$ cat src/sv/oli_pkg.sv
// ----------------------------------------------------------------------------
// oli_pkg
// Shared codes, field widths and types of the positional ordered list.
// ----------------------------------------------------------------------------
package oli_pkg;

  localparam int OPCODE_W   = 3;
  localparam int POSITION_W = 7;
  localparam int VALUE_W    = 32;
  localparam int REMOVED_W  = 32;
  localparam int STATUS_W   = 2;
  localparam int COUNT_W    = 7;

  localparam int IN_TDATA_W  = 48;
  localparam int OUT_TDATA_W = 48;

  localparam logic [OPCODE_W-1:0] OP_INSERT_AT    = 3'd0;
  localparam logic [OPCODE_W-1:0] OP_DELETE_AT    = 3'd1;
  localparam logic [OPCODE_W-1:0] OP_ADD_FRONT    = 3'd2;
  localparam logic [OPCODE_W-1:0] OP_ADD_REAR     = 3'd3;
  localparam logic [OPCODE_W-1:0] OP_DELETE_FRONT = 3'd4;
  localparam logic [OPCODE_W-1:0] OP_DELETE_REAR  = 3'd5;

  localparam logic [STATUS_W-1:0] ST_OK    = 2'd0;
  localparam logic [STATUS_W-1:0] ST_UNDER = 2'd1;
  localparam logic [STATUS_W-1:0] ST_RANGE = 2'd2;
  localparam logic [STATUS_W-1:0] ST_FULL  = 2'd3;

  typedef struct packed {
    logic ins;
    logic del;
  } shift_t;

endpackage

$ cat src/sv/oli_ctrl.sv
// ----------------------------------------------------------------------------
// oli_ctrl
// Opcode decode, range and fill checks, element count register.
// ----------------------------------------------------------------------------
module oli_ctrl #(
  parameter int CAPACITY = 64
) (
  input  logic                               clk,
  input  logic                               rst_n,
  input  logic                               en,
  input  logic [oli_pkg::OPCODE_W-1:0]       opcode,
  input  logic [oli_pkg::POSITION_W-1:0]     position,
  output oli_pkg::shift_t                    ctl,
  output logic [$clog2(CAPACITY)-1:0]        idx,
  output logic [oli_pkg::STATUS_W-1:0]       status,
  output logic [$clog2(CAPACITY+1)-1:0]      count_nxt
);
  import oli_pkg::*;

  localparam int IW = $clog2(CAPACITY);
  localparam int CW = $clog2(CAPACITY + 1);
  localparam int PW = ((CW > POSITION_W) ? CW : POSITION_W) + 1;
  localparam logic [PW-1:0] CAP_V = PW'(CAPACITY);
  localparam logic [PW-1:0] ONE   = PW'(1);

  logic [CW-1:0] count_r;
  logic [PW-1:0] pos_e;
  logic [PW-1:0] cnt_e;
  logic [PW-1:0] idx_w;
  logic          full;
  logic          empty;

  assign pos_e = PW'(position);
  assign cnt_e = PW'(count_r);
  assign full  = cnt_e == CAP_V;
  assign empty = cnt_e == '0;

  always_comb begin
    ctl    = '0;
    idx_w  = '0;
    status = ST_OK;
    case (opcode)
      OP_INSERT_AT: begin
        if (pos_e == '0 || pos_e > cnt_e + ONE) begin
          status = ST_RANGE;
        end else if (full) begin
          status = ST_FULL;
        end else begin
          ctl.ins = 1'b1;
          idx_w   = pos_e - ONE;
        end
      end
      OP_DELETE_AT: begin
        if (pos_e == '0 || pos_e > cnt_e) begin
          status = ST_RANGE;
        end else begin
          ctl.del = 1'b1;
          idx_w   = pos_e - ONE;
        end
      end
      OP_ADD_FRONT: begin
        if (full) begin
          status = ST_FULL;
        end else begin
          ctl.ins = 1'b1;
        end
      end
      OP_ADD_REAR: begin
        if (full) begin
          status = ST_FULL;
        end else begin
          ctl.ins = 1'b1;
          idx_w   = cnt_e;
        end
      end
      OP_DELETE_FRONT: begin
        if (empty) begin
          status = ST_UNDER;
        end else begin
          ctl.del = 1'b1;
        end
      end
      OP_DELETE_REAR: begin
        if (empty) begin
          status = ST_UNDER;
        end else begin
          ctl.del = 1'b1;
          idx_w   = cnt_e - ONE;
        end
      end
      default: begin
        status = ST_OK;
      end
    endcase
  end

  assign idx = idx_w[IW-1:0];

  always_comb begin
    count_nxt = count_r;
    if (ctl.ins) begin
      count_nxt = count_r + CW'(1);
    end else if (ctl.del) begin
      count_nxt = count_r - CW'(1);
    end
  end

  always_ff @(posedge clk) begin
    if (!rst_n) begin
      count_r <= '0;
    end else if (en) begin
      count_r <= count_nxt;
    end
  end

endmodule

$ cat config.mk
export PLATFORM = sky130hd
export DESIGN_NAME = oli_ctrl
export DESIGN_NICKNAME = d
export VERILOG_FILES = /design/src/sv/oli_pkg.sv /design/src/sv/oli_ctrl.sv
export SDC_FILE = /design/constraint.sdc
export NUM_CORES = 1
export LEC_CHECK = 0
export ABC_CLOCK_PERIOD_IN_PS = 6000
export BUFFER_PORTS_ARGS = -buffer_cell sky130_fd_sc_hd__buf_2
export CORE_UTILIZATION = 35
export DETAILED_ROUTE_END_ITERATION = 12
export PLACE_DENSITY = 0.66
export SYNTH_ARGS = -nofsm -noshare
export SYNTH_HDL_FRONTEND = slang
export SYNTH_SLANG_ARGS = --single-unit
$ cat constraint.sdc
create_clock -name clk -period 6 [get_ports clk]
set_input_delay 0.9 -clock clk [delete_from_list [all_inputs] [get_ports clk]]
set_output_delay 0.9 -clock clk [all_outputs]
set_load 0.01 [all_outputs]
==> flow_summary.ini, run 1 <==
[run_status]
status = finished clean

[pwr]
p_leak_uw = 0.000732
power.switching_uw = 142
clock_power_share_pct = 21.6
power_frac_seq_pct = 20.2
p_int_uw = 168
vdd_drop_max_mv = 0.125
power_density_nw_per_um2 = 185
p_sw_share_pct = 45.7
pwr-share-comb_pct = 58.1

[timing]
setup_viol = 0
report.final.slew_viol_count = 0
relSlewSlack_pct = 50.2
hold_slack_ns = 0.610
fin_skew_ns = 0.00151
max_freq_mhz = 215
hold_viol = 0
rsz0062_at_grt = no
tightestPinTransition_ns = 0.739
fin_crit_ns = 4.66
setup_tns_ns = 0
fin_crit_sh_pct = 77.7

[die]
die_area_um2 = 4520
io_pins = 30
fp.dieW_um = 67.2
die_h_um = 67.2
initial_core_util_pct = 37.0
core_area_um2 = 4030
rows = 23

[yosys]
synth.ff_latch_count = 7
yosysSeqAreaShare_pct = 9.41
synthFlopType = dfxtp_1
synth_area_um2 = 1490
yosysWarnings = 0
synth_edf_count = 0
ys_async_sr_fraction_pct = 0
synth_nets = 226
ys_types = 53
syn_inst = 194
syn-mean-instance-area_um2 = 7.67

[setup_path]
cp-start-kind = register
cp_top_family = compound AO/OA/AOI/OAI gates
path_max_fanout = 13
startpoint = count_r[0]$_SDFFE_PN0P_
arrival_ns = 3.76
critPathKind = reg2out
critPathRequiredTime_ns = 5.10
r2r_end = count_r[0]$_SDFFE_PN0P_
path_buf_inv = 1
r2r_start = count_r[0]$_SDFFE_PN0P_
worst_path_max_delay_cell = a21oi_2
crit_path_cell_trace = ha_1 -> and3_1 -> nand3_1 -> xnor2_1 -> ha_1 -> and3_1 -> o2111ai_1 -> o211ai_1 -> a21oi_2 -> mux2i_2 -> a221oi_2 -> buf_2
cp_slowest_stage_delay_ns = 0.65
rr_worst_depth = 11
cp-end-kind = output port
r2r_setup_slack_ns = 2.57

[global_routing]
grt_overflow = 0
grt_pass1_vias = 1330
grt_max_degree = 18
antenna_found_initial = 0
grt_pass1_wl_um = 6820
grtUsageTotal_pct = 20.2

[clock_network]
postCtsSetupBuffers = 0
cts_buffer_depth = 2
cts_tree = yes
ctsHtreeMaxLevel = 1
clock_latency_ns = 0.23
hold_buffers = 0
cts_resized = 0
root_buffer = clkbuf_8
cts.sinks = 7
cts_buffers = 3
clk_pin_slew_ns = 0.04

[detailed_routing]
ant_nets = 0
wl_um = 4260
drc_errors = 0
viasPerCell = 5.74
initialDrtViolationCount = 148
firstDrtPassIters = 4
avgRoutedWirePerCell_um = 15.9
dr_total_vias = 1537

[placed_design]
portBuffers = 29
place_congestion = 0.935
dp_hpwl_um = 3410

[finish]
n_antenna_cell = 0
layout_commonest_cell = buf_2
register_area_um2 = 140
largest_register_ffs = 7
largest-register = count_r
final_cell_mix = 29 x buf_2, 19 x nand2_1, 19 x ha_1
multi_input_comb_area_um2 = 1220
nNetsFinal = 251
largest_registers = count_r x7
area_growth_pct = 12.6
fillCellCount = 426
drive_above_1_share_pct = 23.4

[min_path]
holdCritPathClass = reg2reg
min-delay-start = count_r[0]$_SDFFE_PN0P_
holdPathEnd = count_r[0]$_SDFFE_PN0P_
worstHoldPathCells = 2

[run]
drv_cap = 0
-- power by group through the flow --
stage | clock, uW | sequential, uW | combinational (uW)
2_1_floorplan | 0 | 55.7 | 138
3_3_place_gp | 0 | 62.9 | 177
3_5_place_dp | 0 | 63.4 | 178
4_1_cts | 68.3 | 62.5 | 179
5_1_grt | 73.1 | 63.5 | 199
6_report | 67.1 | 62.7 | 180
-- area by class of cell --
class | count | share of cell area (%)
multi-input combinational | 163 | 72.9
timing repair buffer | 30 | 9.10
sequential | 7 | 8.36
tap | 50 | 3.73
inverter | 14 | 3.13
clock buffer | 3 | 2.46
clock inverter | 1 | 0.299
-- cells by family (layout without fill, tap and decap cells) --
| kind of cell | count (synthesis) | count (layout) | synth area share (%) |
|---|---|---|---|
| AO/OA/AOI/OAI | 56 | 56 | 28.9 |
| flip-flops | 7 | 7 | 9.41 |
| AND/OR/NAND/NOR | 69 | 69 | 25.4 |
| buffers and inverters | 24 | 48 | 8.49 |
| multiplexers | 5 | 5 | 3.61 |
| XOR/XNOR | 14 | 14 | 8.24 |
| adder cells (fa/ha/maj) | 19 | 19 | 16.0 |
-- worst min-delay path: stages, from the launching register on --
cell     delay (ns)
dfxtp_1        0.39
nand2_1        0.10
mux2i_1        0.07
-- synthesized netlist by cell type (2+ instances only) --
cell type | count | area share, %
ha_1 | 19 | 16
nand2_1 | 19 | 4.8
xnor2_1 | 12 | 7.1
a21oi_1 | 11 | 3.7
inv_1 | 11 | 2.8
nor2_1 | 11 | 2.8
o21ai_0 | 11 | 3.7
nand3_1 | 8 | 2.7
dfxtp_1 | 7 | 9.4
and3_1 | 5 | 2.1
nor3_1 | 5 | 1.7
a22oi_2 | 4 | 3.4
buf_6 | 4 | 3.0
mux2i_1 | 4 | 2.7
nand4_1 | 4 | 1.7
nor2b_1 | 4 | 1.7
a2111oi_0 | 3 | 1.8
a31oi_1 | 3 | 1.3
a32oi_1 | 3 | 1.8
o211ai_1 | 3 | 1.5
o221ai_1 | 3 | 1.8
a21o_1 | 2 | 1.0
buf_2 | 2 | 0.67
clkbuf_1 | 2 | 0.50
inv_2 | 2 | 0.50
nand3b_1 | 2 | 1.0
nor3b_1 | 2 | 1.0
or3_1 | 2 | 0.84
xor2_1 | 2 | 1.2
-- worst max path at each step --
| stage | to | slack (ns) | depth (start not counted) |
|---|---|---|---|
| floorplan | count_nxt[1] | 2.39 | 12 |
| global placement | count_nxt[1] | 1.73 | 12 |
| detailed placement | count_nxt[1] | 1.60 | 12 |
| CTS | count_nxt[1] | 1.35 | 12 |
| global route | count_nxt[1] | 1.03 | 12 |
| finish | count_nxt[1] | 1.34 | 12 |
-- per-stage QoR --
| stage | area [um2] | power (uW) | worst slack, ns | utilization (%) | cells |
|---|---|---|---|---|---|
| floorplan | 1490 | 194 | 2.39 | - | 194 |
| global placement | 1630 | 239 | 1.73 | 40.5 | 264 |
| detailed placement | 1630 | 241 | 1.60 | 40.5 | 264 |
| CTS | 1680 | 310 | 1.35 | 41.6 | 268 |
| global route | 1680 | 335 | 1.03 | 41.6 | 268 |
| finish | 1680 | 310 | 1.34 | 41.6 | 268 |
-- routing by layer --
metal	GRT usage [%]	vias up	wire length (um)
li1	-	778	-
met1	28.5	700	2060
met2	31.4	55	1900
met3	4.05	4	241
met4	4.26	0	61
met5	0	-	0
No activity file was read; power rests on OpenSTA's default activity.
==> inputs of run 2 (changes only) <==
--- a/config.mk
+++ b/config.mk
@@ -5,7 +5,7 @@
 export SDC_FILE = /design/constraint.sdc
 export NUM_CORES = 1
 export LEC_CHECK = 0
-export ABC_CLOCK_PERIOD_IN_PS = 6000
+export ABC_CLOCK_PERIOD_IN_PS = 4570
 export BUFFER_PORTS_ARGS = -buffer_cell sky130_fd_sc_hd__buf_2
 export CORE_UTILIZATION = 35
 export DETAILED_ROUTE_END_ITERATION = 12
==> constraint.sdc (replaced) <==
create_clock -name clk -period 4.57 [get_ports clk]
set_input_delay 0.6855 -clock clk [delete_from_list [all_inputs] [get_ports clk]]
set_output_delay 0.6855 -clock clk [all_outputs]
set_load 0.01 [all_outputs]
==> flow_summary.ini, run 2 (synthesis results as in run 1) <==
[run_status]
status = finished clean

[timing]
hold_slack_ns = 0.623
fin_crit_sh_pct = 94.6
fin_crit_ns = 4.32
rsz0062_at_grt = no
fin_skew_ns = 0.00614
report.final.slew_viol_count = 0
relSlewSlack_pct = 53.4
setup_tns_ns = 0
tightestPinTransition_ns = 0.692
setup_viol = 0
max_freq_mhz = 231
hold_viol = 0

[setup_path]
arrival_ns = 3.64
critPathKind = reg2out
rr_worst_depth = 11
r2r_end = count_r[1]$_SDFFE_PN0P_
crit_path_cell_trace = ha_1 -> and3_1 -> nand3_1 -> xnor2_1 -> ha_1 -> nand3_1 -> o211ai_1 -> a21oi_1 -> o21ai_0 -> o21ai_0 -> buf_2
cp-start-kind = register
r2r_start = count_r[0]$_SDFFE_PN0P_
cp_slowest_stage_delay_ns = 0.57
critPathRequiredTime_ns = 3.88
crit_end = idx[5]
path_max_fanout = 9
worst_path_max_delay_cell = o21ai_0
r2r_setup_slack_ns = 1.28
startpoint = count_r[0]$_SDFFE_PN0P_
cp-end-kind = output port

[finish]
stdcell_count = 269
largest_register_ffs = 7
final_cell_mix = 29 x buf_2, 19 x nand2_1, 19 x ha_1
area_growth_pct = 13.1
layout_commonest_cell = buf_2
drive_above_1_share_pct = 23.7
largest_registers = count_r x7
n_antenna_cell = 0
nNetsFinal = 252
largest-register = count_r

[die]
core_area_um2 = 4030
rows = 23
fp.dieW_um = 67.2
initial_core_util_pct = 37.0
io_pins = 30
die_h_um = 67.2
die_area_um2 = 4520

[detailed_routing]
ant_nets = 0
initialDrtViolationCount = 116
dr_total_vias = 1551
viasPerCell = 5.77
drc_errors = 0
avgRoutedWirePerCell_um = 15.7
wl_um = 4210
firstDrtPassIters = 5

[global_routing]
antenna_found_initial = 0
grt_pass1_wl_um = 6630
grtUsageTotal_pct = 19.6
grt_pass1_vias = 1320
grt_max_degree = 18
grt_overflow = 0

[clock_network]
cts_buffer_depth = 2
clock_latency_ns = 0.24
root_buffer = clkbuf_8
hold_buffers = 0
cts_resized = 0
cts_buffers = 3
cts_tree = yes
postCtsSetupBuffers = 0
cts.sinks = 7
ctsHtreeMaxLevel = 1
clk_pin_slew_ns = 0.05

[pwr]
power_density_nw_per_um2 = 244
vdd_drop_max_mv = 0.139
p_leak_uw = 0.000737

[placed_design]
portBuffers = 29
dp_cells = 265
dp_hpwl_um = 3340
place_congestion = 0.882

[min_path]
holdCritPathClass = reg2reg

[run]
drv_cap = 0
==> run 2: cell types whose count changed in the layout (fill, tap and decap cells not counted) <==
| cell | delta |
|---|---|
| buf_4 | +1 |
==> run 2: worst min path at each step <==
| stage | startpoint | endpoint | cells after the start |
|---|---|---|---|
| floorplan | count_r[2]$_SDFFE_PN0P_ | count_r[2]$_SDFFE_PN0P_ | 3 |
| global placement | count_r[0]$_SDFFE_PN0P_ | count_r[0]$_SDFFE_PN0P_ | 2 |
| detailed placement | count_r[0]$_SDFFE_PN0P_ | count_r[0]$_SDFFE_PN0P_ | 2 |
| CTS | count_r[0]$_SDFFE_PN0P_ | count_r[0]$_SDFFE_PN0P_ | 2 |
| global route | count_r[0]$_SDFFE_PN0P_ | count_r[0]$_SDFFE_PN0P_ | 2 |
| finish | count_r[0]$_SDFFE_PN0P_ | count_r[0]$_SDFFE_PN0P_ | 2 |
==> run 2: critical path, delay by kind of cell, from the launching register on <==
kind                     cells  cell delay (ns)
AO/OA/AOI/OAI                4             1.33
XOR/XNOR                     1             0.21
adder cells (fa/ha/maj)      2             0.64
buffers and inverters        1             0.18
flip-flops                   1             0.51
AND/OR/NAND/NOR              3             0.51
==> run 2: per-layer routing <==
metal  share of wire (%)  wire [um]  global-route usage (%)
met1                  49       2060                    28.3
met2                  44       1840                    30.5
met3                 6.4        269                    3.72
met4                0.95         40                    2.93
met5                   0          0                       0
==> run 2: cell type report <==
class | count | area, um2
Sequential cell | 7 | 140
Timing Repair Buffer | 31 | 160
Clock buffer | 3 | 41.3
Clock inverter | 1 | 5.00
Tap cell | 50 | 62.6
Fill cell | 436 | 2340
Multi-Input combinational cell | 163 | 1220
Inverter | 14 | 52.6
==> run 2: stage by stage <==
step                      setup WS, ns  area [um2]  util [%]  power (uW)
after CTS                        0.339        1680      41.8         409
final                            0.249        1680      41.8         411
after global placement           0.718        1640      40.7         315
after floorplan                   1.18        1490         -         255
after global routing            0.0506        1680      41.8         444
after detailed placement         0.609        1640      40.7         315
==> run 2: power by group <==
part | internal [uW] | switching [uW]
clock network | 59.5 | 32.8
logic | 96.1 | 141
registers | 66.9 | 14.9
total | 222 | 189
