**src/sv/oli_pkg.sv**
```systemverilog
// ----------------------------------------------------------------------------
// oli_pkg
// Shared codes, field widths and types of the positional ordered list.
// ----------------------------------------------------------------------------
package oli_pkg;

  localparam int OPCODE_W   = 3;
  localparam int POSITION_W = 7;
  localparam int VALUE_W    = 32;
  localparam int REMOVED_W  = 32;
  localparam int STATUS_W   = 2;
  localparam int COUNT_W    = 7;

  localparam int IN_TDATA_W  = 48;
  localparam int OUT_TDATA_W = 48;

  localparam logic [OPCODE_W-1:0] OP_INSERT_AT    = 3'd0;
  localparam logic [OPCODE_W-1:0] OP_DELETE_AT    = 3'd1;
  localparam logic [OPCODE_W-1:0] OP_ADD_FRONT    = 3'd2;
  localparam logic [OPCODE_W-1:0] OP_ADD_REAR     = 3'd3;
  localparam logic [OPCODE_W-1:0] OP_DELETE_FRONT = 3'd4;
  localparam logic [OPCODE_W-1:0] OP_DELETE_REAR  = 3'd5;

  localparam logic [STATUS_W-1:0] ST_OK    = 2'd0;
  localparam logic [STATUS_W-1:0] ST_UNDER = 2'd1;
  localparam logic [STATUS_W-1:0] ST_RANGE = 2'd2;
  localparam logic [STATUS_W-1:0] ST_FULL  = 2'd3;

  typedef struct packed {
    logic ins;
    logic del;
  } shift_t;

endpackage

```
**src/sv/oli_cell.sv**
```systemverilog
// ----------------------------------------------------------------------------
// oli_cell
// One list slot: holds an element and shifts it to or from its neighbors.
// ----------------------------------------------------------------------------
module oli_cell #(
  parameter int CAPACITY   = 64,
  parameter int DATA_WIDTH = 32,
  parameter int IDX        = 0
) (
  input  logic                          clk,
  input  logic                          en,
  input  oli_pkg::shift_t               ctl,
  input  logic [$clog2(CAPACITY)-1:0]   sel_idx,
  input  logic [DATA_WIDTH-1:0]         wdata,
  input  logic [DATA_WIDTH-1:0]         left_data,
  input  logic [DATA_WIDTH-1:0]         right_data,
  output logic [DATA_WIDTH-1:0]         data_o,
  output logic [DATA_WIDTH-1:0]         tap_o
);
  import oli_pkg::*;

  localparam int IW = $clog2(CAPACITY);
  localparam logic [IW-1:0] MY_IDX = IW'(IDX);

  logic [DATA_WIDTH-1:0] data_r;
  logic [DATA_WIDTH-1:0] tap_r;
  logic                  above;
  logic                  hit;

  assign above = MY_IDX > sel_idx;
  assign hit   = MY_IDX == sel_idx;

  always_ff @(posedge clk) begin
    if (en) begin
      if (ctl.ins) begin
        if (above) begin
          data_r <= left_data;
        end else if (hit) begin
          data_r <= wdata;
        end
      end else if (ctl.del) begin
        if (above || hit) begin
          data_r <= right_data;
        end
      end
      tap_r <= (ctl.del && hit) ? data_r : '0;
    end
  end

  assign data_o = data_r;
  assign tap_o  = tap_r;

endmodule

```
**config.mk**
```make
export PLATFORM = sky130hd
export DESIGN_NAME = oli_cell
export DESIGN_NICKNAME = d
export VERILOG_FILES = /design/src/sv/oli_pkg.sv /design/src/sv/oli_cell.sv
export SDC_FILE = /design/constraint.sdc
export NUM_CORES = 1
export LEC_CHECK = 0
export BUFFER_PORTS_ARGS = -buffer_cell sky130_fd_sc_hd__clkbuf_2
export CAP_MARGIN = 20
export CORE_MARGIN = 2
export CORE_UTILIZATION = 44
export DETAILED_ROUTE_END_ITERATION = 16
export PLACE_DENSITY = 0.81
export SYNTH_ARGS = -nofsm -noshare
export SYNTH_HDL_FRONTEND = slang
export SYNTH_SLANG_ARGS = --single-unit
export TNS_END_PERCENT = 1
```
**constraint.sdc**
```tcl
create_clock -name clk -period 4.7 [get_ports clk]
set_input_delay 0.94 -clock clk [delete_from_list [all_inputs] [get_ports clk]]
set_output_delay 0.94 -clock clk [all_outputs]
set_load 0.05 [all_outputs]
```
==> impl_metrics.toml, run 1 <==
[pwr]
switching_share_pct = 24.61
cellInternalPower_mw = 0.8714
seqPwrFrac_pct = 55.5
switching_power_mw = 0.2845
vdd_ir_drop_max_v = 0.0002042
power_density_nw_per_um2 = 306.4
power.combinational.fraction_pct = 11.7
share_clk_of_total_power_pct = 32.9
total_leakage_power_nw = 1.512

[critical_path]
crit_fanout = 33
crit_path_cell_trace = "clkbuf_2, or4_4, nor4_4, buf_4"
critical_path.max_stage_delay_ns = 0.79
regToRegSetupSlack_ns = 3.84
critPathKind = "in2reg"
crit_path_top_delay_cell = "sky130_fd_sc_hd__or4_4"
cp-end-kind = "flip-flop"
data_arrival_at_the_endpoint_of_the_critical_path_ns = 2.43
kind_of_launch_point_of_the_worst_setup_path = "input pin"
worst_ep_required_time_ns = 4.71

[sta]
final.min_clock_period_ns = 2.418
max_clock_freq_mhz = 413.5
setup_viol = 0
fin_skew_ns = 0.004796
grt_setup_unrepaired = "no"
remaining_max_slew_budget_at_the_tightest_pin_pct = 30.59
setup_tns_ns = 0
final_hold_viol_count = 0
min_period_over_period_pct = 51.46
worst_pin_slew_ns = 1.041
final_max_slew_viol_count = 0

[logic_synthesis]
netlist_top_cells_area = "sky130_fd_sc_hd__edfxtp_1 66%, sky130_fd_sc_hd__nor4_2 13%, sky130_fd_sc_hd__mux2_2 12%, sky130_fd_sc_hd__nand2_1 4.1%, sky130_fd_sc_hd__clkbuf_1 1.8%"
post-synth-top-area-cell = "sky130_fd_sc_hd__edfxtp_1"
syn_nets = 289
fraction_of_the_yosys_area_taken_by_sequential_cells_pct = 65.56
syn_area_per_cell_um2 = 16.02
synth_top_flop_cell = "sky130_fd_sc_hd__edfxtp_1"
synth-edff-count = 64
post-synth-top-count-cell = "sky130_fd_sc_hd__edfxtp_1"
ys_ff_latch = 64
synth.top_cells.by_count = "64 x sky130_fd_sc_hd__edfxtp_1, 32 x sky130_fd_sc_hd__mux2_2, 32 x sky130_fd_sc_hd__nand2_1"
async_flop_share_pct = 0
synthesis.yosys.warnings = 0
mappedNetlistArea_um2 = 2932
yosysTopAreaCellShare_pct = 65.56
ys_types = 11
syn-instance-count = 183

[grt]
via_count_of_the_first_global_routing_pass = 2013
globalRoute.totalOverflow = 0
grt_antenna_before_repair = 0
global_route.usage.total_pct = 17.14
grt_max_degree = 34
first_pass_grt_wire_length_um = 9522

[die]
chipWidth_um = 85.63
fp.coreArea_um2 = 6386
die_height_um = 85.63
initial_cell_density_of_the_core_pct = 45.91
num_io_pins = 170
fp-row-count = 29
die_area_um2 = 7332

[layout]
final_net_count = 419
layout-area-overhead-vs-synth_pct = 28.68
layout.cells.non_filler = 395
final_area_um2 = 3772
final_layout_size_suffix_gt1_share_pct = 67.30
antenna-diode-count = 0

[flow_run]
cap_violations = 0

[placed_design]
post-dp-hpwl_um = 4296
globalplace.congestion = 0.7559
placed_cells = 379
placedInstanceArea_um2 = 3618
io_buffers = 137

[route]
vias_per_cell = 5.035
via_count = 1989
antenna_violating_nets_post_route = 0
drt_wl_total_um = 6077
drt-wirelength-per-cell_um = 15.38
initialDrtViolationCount = 81
firstDrtPassIters = 4
post-route-drc-count = 0

[cts]
cts_num_sinks = 64
numCtsBuffers = 9
buffer_levels_on_the_longest_clock_path = 2
ctsHtreeMaxLevel = 3
cts_setup_buffers = 0
cts_hold_repair.buffers = 0
post_cts.resized_instances = 0
clk_root_buffer_cell = "sky130_fd_sc_hd__clkbuf_8"
clkLatencyLatePin_ns = 0.33
cts_tree = "built"
path_clk_slew_ns = 0.07

[outcome]
outcome = "finished clean"

[min_path]
timing.hold.worst.class = "reg2reg"
## state kept, by name, indices dropped and copies added, names as in the netlist
| signal | cells |
|---|---|
| tap_o | 32 |
| data_o | 32 |
## worst paths after layout
kind,start,end,cells after the start
worst max-delay path,sel_idx[3],data_o[12]$_DFFE_PP_,4
worst min-delay path,data_o[11]$_DFFE_PP_,tap_o[11]$_SDFFCE_PN0P_,2
worst max register to register,data_o[21]$_DFFE_PP_,tap_o[21]$_SDFFCE_PN0P_,2
worst min register to register,data_o[11]$_DFFE_PP_,tap_o[11]$_SDFFCE_PN0P_,2
## logic make-up (layout without fill, tap and decap cells)
logic type | count (synthesis) | count (layout) | synth area share [%]
buf+inv | 20 | 155 | 4.054
mux | 32 | 32 | 12.29
compound gates | 1 | 1 | 0.1706
simple gates | 66 | 66 | 17.93
flops | 64 | 64 | 65.56
## final cells by class
class	count	area (um^2)
Fill cell	537	2614
Sequential cell	64	1922
Multi-Input combinational cell	99	899.6
Clock inverter	6	26.28
Clock buffer	10	127.6
Tap cell	77	96.34
Timing Repair Buffer	139	700.7
## layout by cell type, fill, tap and decap left out, drive strengths merged
cell	n
clkbuf	147
edfxtp	64
nor4	33
mux2	32
nand2	32
clkinv	6
buf	2
or4	1
o21ai	1
## metal layers
metal | wire length, um | vias to the layer above | track usage [%] | share of wire, %
met4 | 91 | 0 | 7.648 | 1.5
li1 | - | 958 | - | -
met1 | 2404 | 937 | 19.62 | 40
met3 | 497 | 9 | 5.871 | 8.2
met2 | 3083 | 85 | 29.12 | 51
met5 | 0 | - | 0 | 0
## critical path, delay by kind of cell
family / cells / cell delay (ns)
buffers and inverters: 2 / 0.39
AND/OR/NAND/NOR: 2 / 1.09
## stage by stage
step	power [mW]	setup slack (ns)	util, %	hold WS (ns)
2_1_floorplan	0.7414	0.6742	-	0.9308
6_report	1.156	2.282	59.07	0.6587
3_5_place_dp	0.7888	1.927	56.66	0.6538
4_1_cts	1.165	2.276	59.07	0.6649
5_1_grt	1.199	2.137	59.07	0.6868
3_3_place_gp	0.7852	1.936	56.66	0.6397
## power by group through the flow
| stage | combinational (mW) | clock, mW | sequential, mW |
|---|---|---|---|
| final | 0.135 | 0.380 | 0.641 |
| after global routing | 0.145 | 0.412 | 0.642 |
| after CTS | 0.136 | 0.387 | 0.641 |
| after detailed placement | 0.135 | 0 | 0.654 |
| after global placement | 0.132 | 0 | 0.653 |
| after floorplan | 0.0546 | 0 | 0.687 |
Power figures use the tool's default switching activity.
==> run 2: changes to the inputs <==
clock period = 2.5 ns   (was 4.7 ns; I/O delays follow)
==> run 2 against run 1 <==
  * Critical path depth stayed put
  * Largest cell class unchanged
  * Register-to-register slack worse by 2.2 ns
  * Hold slack worse by 0.18 ns
  * Clock-buffer cell count increased by 2
  * Die area unchanged
  * Highest routed layer unchanged
  * Routed wire length up 4.1%
  * Sequential cell count unchanged
  * Via count grew 2.6%
  * Combinational power is 93% higher
  * First-iteration DRC count up 2.5%
  * Non-clock buffer count grew 6
==> impl_metrics.toml, run 2 (same netlist as run 1, synthesis figures left out) <==
[pwr]
total_leakage_power_nw = 1.552
power_density_nw_per_um2 = 597.4
vdd_ir_drop_max_v = 0.0004437
design_power_total_mw = 2.296

[cts]
post_cts.resized_instances = 0
cts_hold_repair.buffers = 0
path_clk_slew_ns = 0.07
cts_tree = "built"
cts_setup_buffers = 0
ctsHtreeMaxLevel = 3
clk_root_buffer_cell = "sky130_fd_sc_hd__clkbuf_8"
numCtsBuffers = 9
clkLatencyLatePin_ns = 0.32
buffer_levels_on_the_longest_clock_path = 2
cts_num_sinks = 64

[critical_path]
crit_cells = 4
crit_path_top_delay_cell = "sky130_fd_sc_hd__buf_4"
critPathKind = "in2reg"
critical_path.max_stage_delay_ns = 0.31
path_delay_family = "buffers and inverters"
worst_ep_required_time_ns = 2.51
reg2reg_depth = 2
crit_path_cell_trace = "clkbuf_2, o21ai_0, nor4_4, buf_4"
kind_of_launch_point_of_the_worst_setup_path = "input pin"
data_arrival_at_the_endpoint_of_the_critical_path_ns = 1.61
crit_fanout = 19
critPathBufInv = 2
cp-end-kind = "flip-flop"

[sta]
fin_worst_hold_slack_ns = 0.4759
grt_setup_unrepaired = "no"
remaining_max_slew_budget_at_the_tightest_pin_pct = 67.28
worst_pin_slew_ns = 0.4907
final_hold_viol_count = 0
final.min_clock_period_ns = 1.607
setup_viol = 0
final_max_slew_viol_count = 0
fin_skew_ns = 0.007548
min_period_over_period_pct = 64.29
max_clock_freq_mhz = 622.2

[route]
firstDrtPassIters = 4
initialDrtViolationCount = 83
via_count = 2040
post-route-drc-count = 0
drt-wirelength-per-cell_um = 15.78
antenna_violating_nets_post_route = 0
vias_per_cell = 5.087
drt_wl_total_um = 6326

[grt]
grt_antenna_before_repair = 0
groute.layer.met2.usage_pct = 29.90
grt_max_degree = 33
globalRoute.totalOverflow = 0
globalRouteMet3Util_pct = 5.582
global_route.usage.total_pct = 18.08
via_count_of_the_first_global_routing_pass = 2042
first_pass_grt_wire_length_um = 10030
grt_use_met1_pct = 21.54
top_usage_layer = "met2"

[layout]
layout.cells.most_common_list = "137 x sky130_fd_sc_hd__clkbuf_2, 64 x sky130_fd_sc_hd__edfxtp_1, 32 x sky130_fd_sc_hd__mux2_2, 32 x sky130_fd_sc_hd__nand2_1, 29 x sky130_fd_sc_hd__nor4_2"
antenna-diode-count = 0
final_layout_size_suffix_gt1_share_pct = 68.21
final_net_count = 425
layout_commonest_cell = "sky130_fd_sc_hd__clkbuf_2"
layout-area-overhead-vs-synth_pct = 31.11

[min_path]
timing.hold.worst.class = "in2reg"
hold-path-cell-count = 2

[flow_run]
cap_violations = 0

[placed_design]
post-dp-hpwl_um = 4622
io_buffers = 137
globalplace.congestion = 0.7437

[die]
die_height_um = 85.63
num_io_pins = 170
fp.coreArea_um2 = 6386
fp-row-count = 29
chipWidth_um = 85.63
initial_cell_density_of_the_core_pct = 45.91
die_area_um2 = 7332

[outcome]
outcome = "finished clean"
[run 2: metrics by stage]
stage          instance area (um^2)  TNS (ns)  utilization, %  worst slack (ns)  std cells
2_1_floorplan                  2942    -8.496               -           -0.2655        183
3_3_place_gp                   3664         0           57.37            0.5668        385
3_5_place_dp                   3664         0           57.37            0.5389        385
4_1_cts                        3844         0           60.19            0.8940        401
5_1_grt                        3844         0           60.19            0.8048        401
6_report                       3844         0           60.19            0.8928        401
[run 2: power breakdown]
group	internal, mW	switching (mW)
Clock	0.457	0.374
Sequential	1.20	0.00506
Combinational	0.0989	0.162
[run 2: final cells by class]
type / count / area, um^2
clock buffers: 12 / 135.1
multi-input cells: 99 / 899.6
fillers: 513 / 2542
repair buffers: 145 / 745.7
flip-flops and latches: 64 / 1922
well taps: 77 / 96.34
clock inverters: 4 / 45.04
[run 2: final timing paths]
kind,start,to,slack (ns)
hold / removal,wdata[0],data_o[0]$_DFFE_PP_,0.48
hold reg to reg,data_o[9]$_DFFE_PP_,tap_o[9]$_SDFFCE_PN0P_,0.66
setup reg to reg,data_o[23]$_DFFE_PP_,tap_o[23]$_SDFFCE_PN0P_,1.66
setup / recovery,ctl[1],data_o[12]$_DFFE_PP_,0.89
[run 2: layer usage]
layer	share of wire, %	up-vias
met3	7.4	14
met5	0	-
met1	40	955
met4	2.0	0
li1	-	973
met2	50	98
==> run 3: changes to the inputs <==
ABC_AREA = 1   (was not set)
CORE_UTILIZATION = 42   (was 44)
PLACE_DENSITY = 0.8   (was 0.81)
clock period = 1.7 ns   (was 2.5 ns; I/O delays follow)
==> run 3 against run 2 <==
  * Sequential power up 48%
  * Non-clock buffer count down 1
  * Synthesized cell count down 4.9%
  * Worst setup slack worse by 0.53 ns
  * Combinational power up 21%
  * Utilization down 1.3 points
  * Largest power group unchanged
  * Highest routed layer unchanged
  * Sequential cell count unchanged
==> impl_metrics.toml, run 3 <==
[outcome]
outcome = "finished clean"

[logic_synthesis]
yosysTopAreaCellShare_pct = 70.98
async_flop_share_pct = 0
syn_area_per_cell_um2 = 15.56
ys_types = 10
post-synth-top-count-cell = "sky130_fd_sc_hd__edfxtp_1"
ys_ff_latch = 64
post-synth-top-area-cell = "sky130_fd_sc_hd__edfxtp_1"
syn-instance-count = 174
synthesis.yosys.warnings = 0
fraction_of_the_yosys_area_taken_by_sequential_cells_pct = 70.98
synth-edff-count = 64
syn_nets = 280
netlist_top_cells_area = "sky130_fd_sc_hd__edfxtp_1 71%, sky130_fd_sc_hd__mux2_2 13%, sky130_fd_sc_hd__nor2_2 6.9%, sky130_fd_sc_hd__inv_1 4.4%, sky130_fd_sc_hd__buf_6 2.5%"
synth.top_cells.by_count = "64 x sky130_fd_sc_hd__edfxtp_1, 32 x sky130_fd_sc_hd__inv_1, 32 x sky130_fd_sc_hd__mux2_2"
mappedNetlistArea_um2 = 2708
synth_top_flop_cell = "sky130_fd_sc_hd__edfxtp_1"

[cts]
path_clk_slew_ns = 0.07
ctsHtreeMaxLevel = 3
cts_setup_buffers = 0
buffer_levels_on_the_longest_clock_path = 2
post_cts.resized_instances = 0
cts_tree = "built"
cts_num_sinks = 64
cts_hold_repair.buffers = 0
clk_root_buffer_cell = "sky130_fd_sc_hd__clkbuf_8"
clkLatencyLatePin_ns = 0.32
numCtsBuffers = 9

[grt]
globalRoute.totalOverflow = 0
first_pass_grt_wire_length_um = 8487
global_route.usage.total_pct = 15.60
via_count_of_the_first_global_routing_pass = 1734
grt_antenna_before_repair = 0
grt_max_degree = 33

[route]
via_count = 1760
initialDrtViolationCount = 92
vias_per_cell = 4.356
drt-wirelength-per-cell_um = 13.02
drt_wl_total_um = 5260
firstDrtPassIters = 3
antenna_violating_nets_post_route = 0
post-route-drc-count = 0

[layout]
layout.cells.non_filler = 404
n_fill_cell = 538
layout-area-overhead-vs-synth_pct = 36.41
final_layout_size_suffix_gt1_share_pct = 67.28
final_area_um2 = 3694
layout_commonest_cell = "sky130_fd_sc_hd__clkbuf_2"
layout.cells.most_common_list = "137 x sky130_fd_sc_hd__clkbuf_2, 64 x sky130_fd_sc_hd__edfxtp_1, 32 x sky130_fd_sc_hd__mux2_2, 32 x sky130_fd_sc_hd__inv_1, 30 x sky130_fd_sc_hd__nor2_2"
final_net_count = 428
antenna-diode-count = 0

[die]
die_height_um = 84.29
fp.coreArea_um2 = 6277
chipWidth_um = 84.29
fp-row-count = 29
initial_cell_density_of_the_core_pct = 43.13
num_io_pins = 170
die_area_um2 = 7105

[placed_design]
io_buffers = 137
placedInstanceArea_um2 = 3515
globalplace.congestion = 0.7238
placed_cells = 388
post-dp-hpwl_um = 4008

[critical_path]
crit_fanout = 2
kind_of_launch_point_of_the_worst_setup_path = "flip-flop"
path_delay_family = "flip-flops"
data_arrival_at_the_endpoint_of_the_critical_path_ns = 1.00
worst_ep_required_time_ns = 1.36
crit_path_top_delay_cell = "sky130_fd_sc_hd__edfxtp_1"
critPathKind = "reg2out"
critical_path.max_stage_delay_ns = 0.41
cp-end-kind = "output pin"
crit_path_cell_trace = "clkbuf_2"
critPathBufInv = 1

[sta]
fin_skew_ns = 0.009173
final_hold_viol_count = 0
worst_pin_slew_ns = 0.5127
setup_tns_ns = 0
remaining_max_slew_budget_at_the_tightest_pin_pct = 65.82
final_max_slew_viol_count = 0
setup_viol = 0
grt_setup_unrepaired = "no"
max_clock_freq_mhz = 747.6
final.min_clock_period_ns = 1.338
min_period_over_period_pct = 78.68

[pwr]
vdd_ir_drop_max_v = 0.0005717
power_density_nw_per_um2 = 891.2
total_leakage_power_nw = 1.718

[flow_run]
cap_violations = 0

[min_path]
timing.hold.worst.class = "in2reg"
-- run 3: metrics by stage --
stage               worst slack [ns]  power [mW]  hold slack [ns]  utilization, %
floorplan                   0.005494       1.991           0.4525               -
global placement              0.2746       2.117           0.5572           55.99
detailed placement            0.2612       2.127           0.5651           55.99
CTS                           0.3505       3.330           0.2975           58.84
global route                  0.3219       3.425           0.3021           58.84
finish                        0.3624       3.292           0.3140           58.84
-- run 3: final cells by class --
type,count,area (um^2),share of cell area [%]
clock buffer,11,131.4,3.557
clock inverter,5,47.55,1.287
inverter,32,120.1,3.252
multi-input combinational,71,600.6,16.26
sequential,64,1922,52.03
tap,77,96.34,2.608
timing repair buffer,144,775.7,21.00
-- run 3: power by group --
group | internal [mW] | switching (mW) | leakage (nW)
Sequential | 1.76 | 0.00733 | 0.631
Clock | 0.664 | 0.539 | 0.0922
Combinational | 0.140 | 0.176 | 0.994
Total | 2.57 | 0.723 | 1.72
-- run 3: worst paths after layout --
path | from | to | slack (ns) | cells after the start
max | data_o[15]$_DFFE_PP_ | data_o[15] | 0.36 | 1
min | right_data[0] | data_o[0]$_DFFE_PP_ | 0.31 | 2
max reg2reg | data_o[15]$_DFFE_PP_ | tap_o[15]$_SDFFCE_PN0P_ | 0.91 | 2
min reg2reg | data_o[4]$_DFFE_PP_ | tap_o[4]$_SDFFCE_PN0P_ | 0.58 | 2
-- run 3: kinds of logic after synthesis --
group	synth area share, %
AO/OA/AOI/OAI	0.1847
AND/OR/NAND/NOR	8.410
flip-flops	70.98
multiplexers	13.31
buffers and inverters	7.116
-- run 3: per-layer routing --
layer  track usage (%)  share of wire, %
met1             17.65                38
met2             27.13                53
met3             5.015               7.3
met4             6.598               1.7
met5                 0                 0
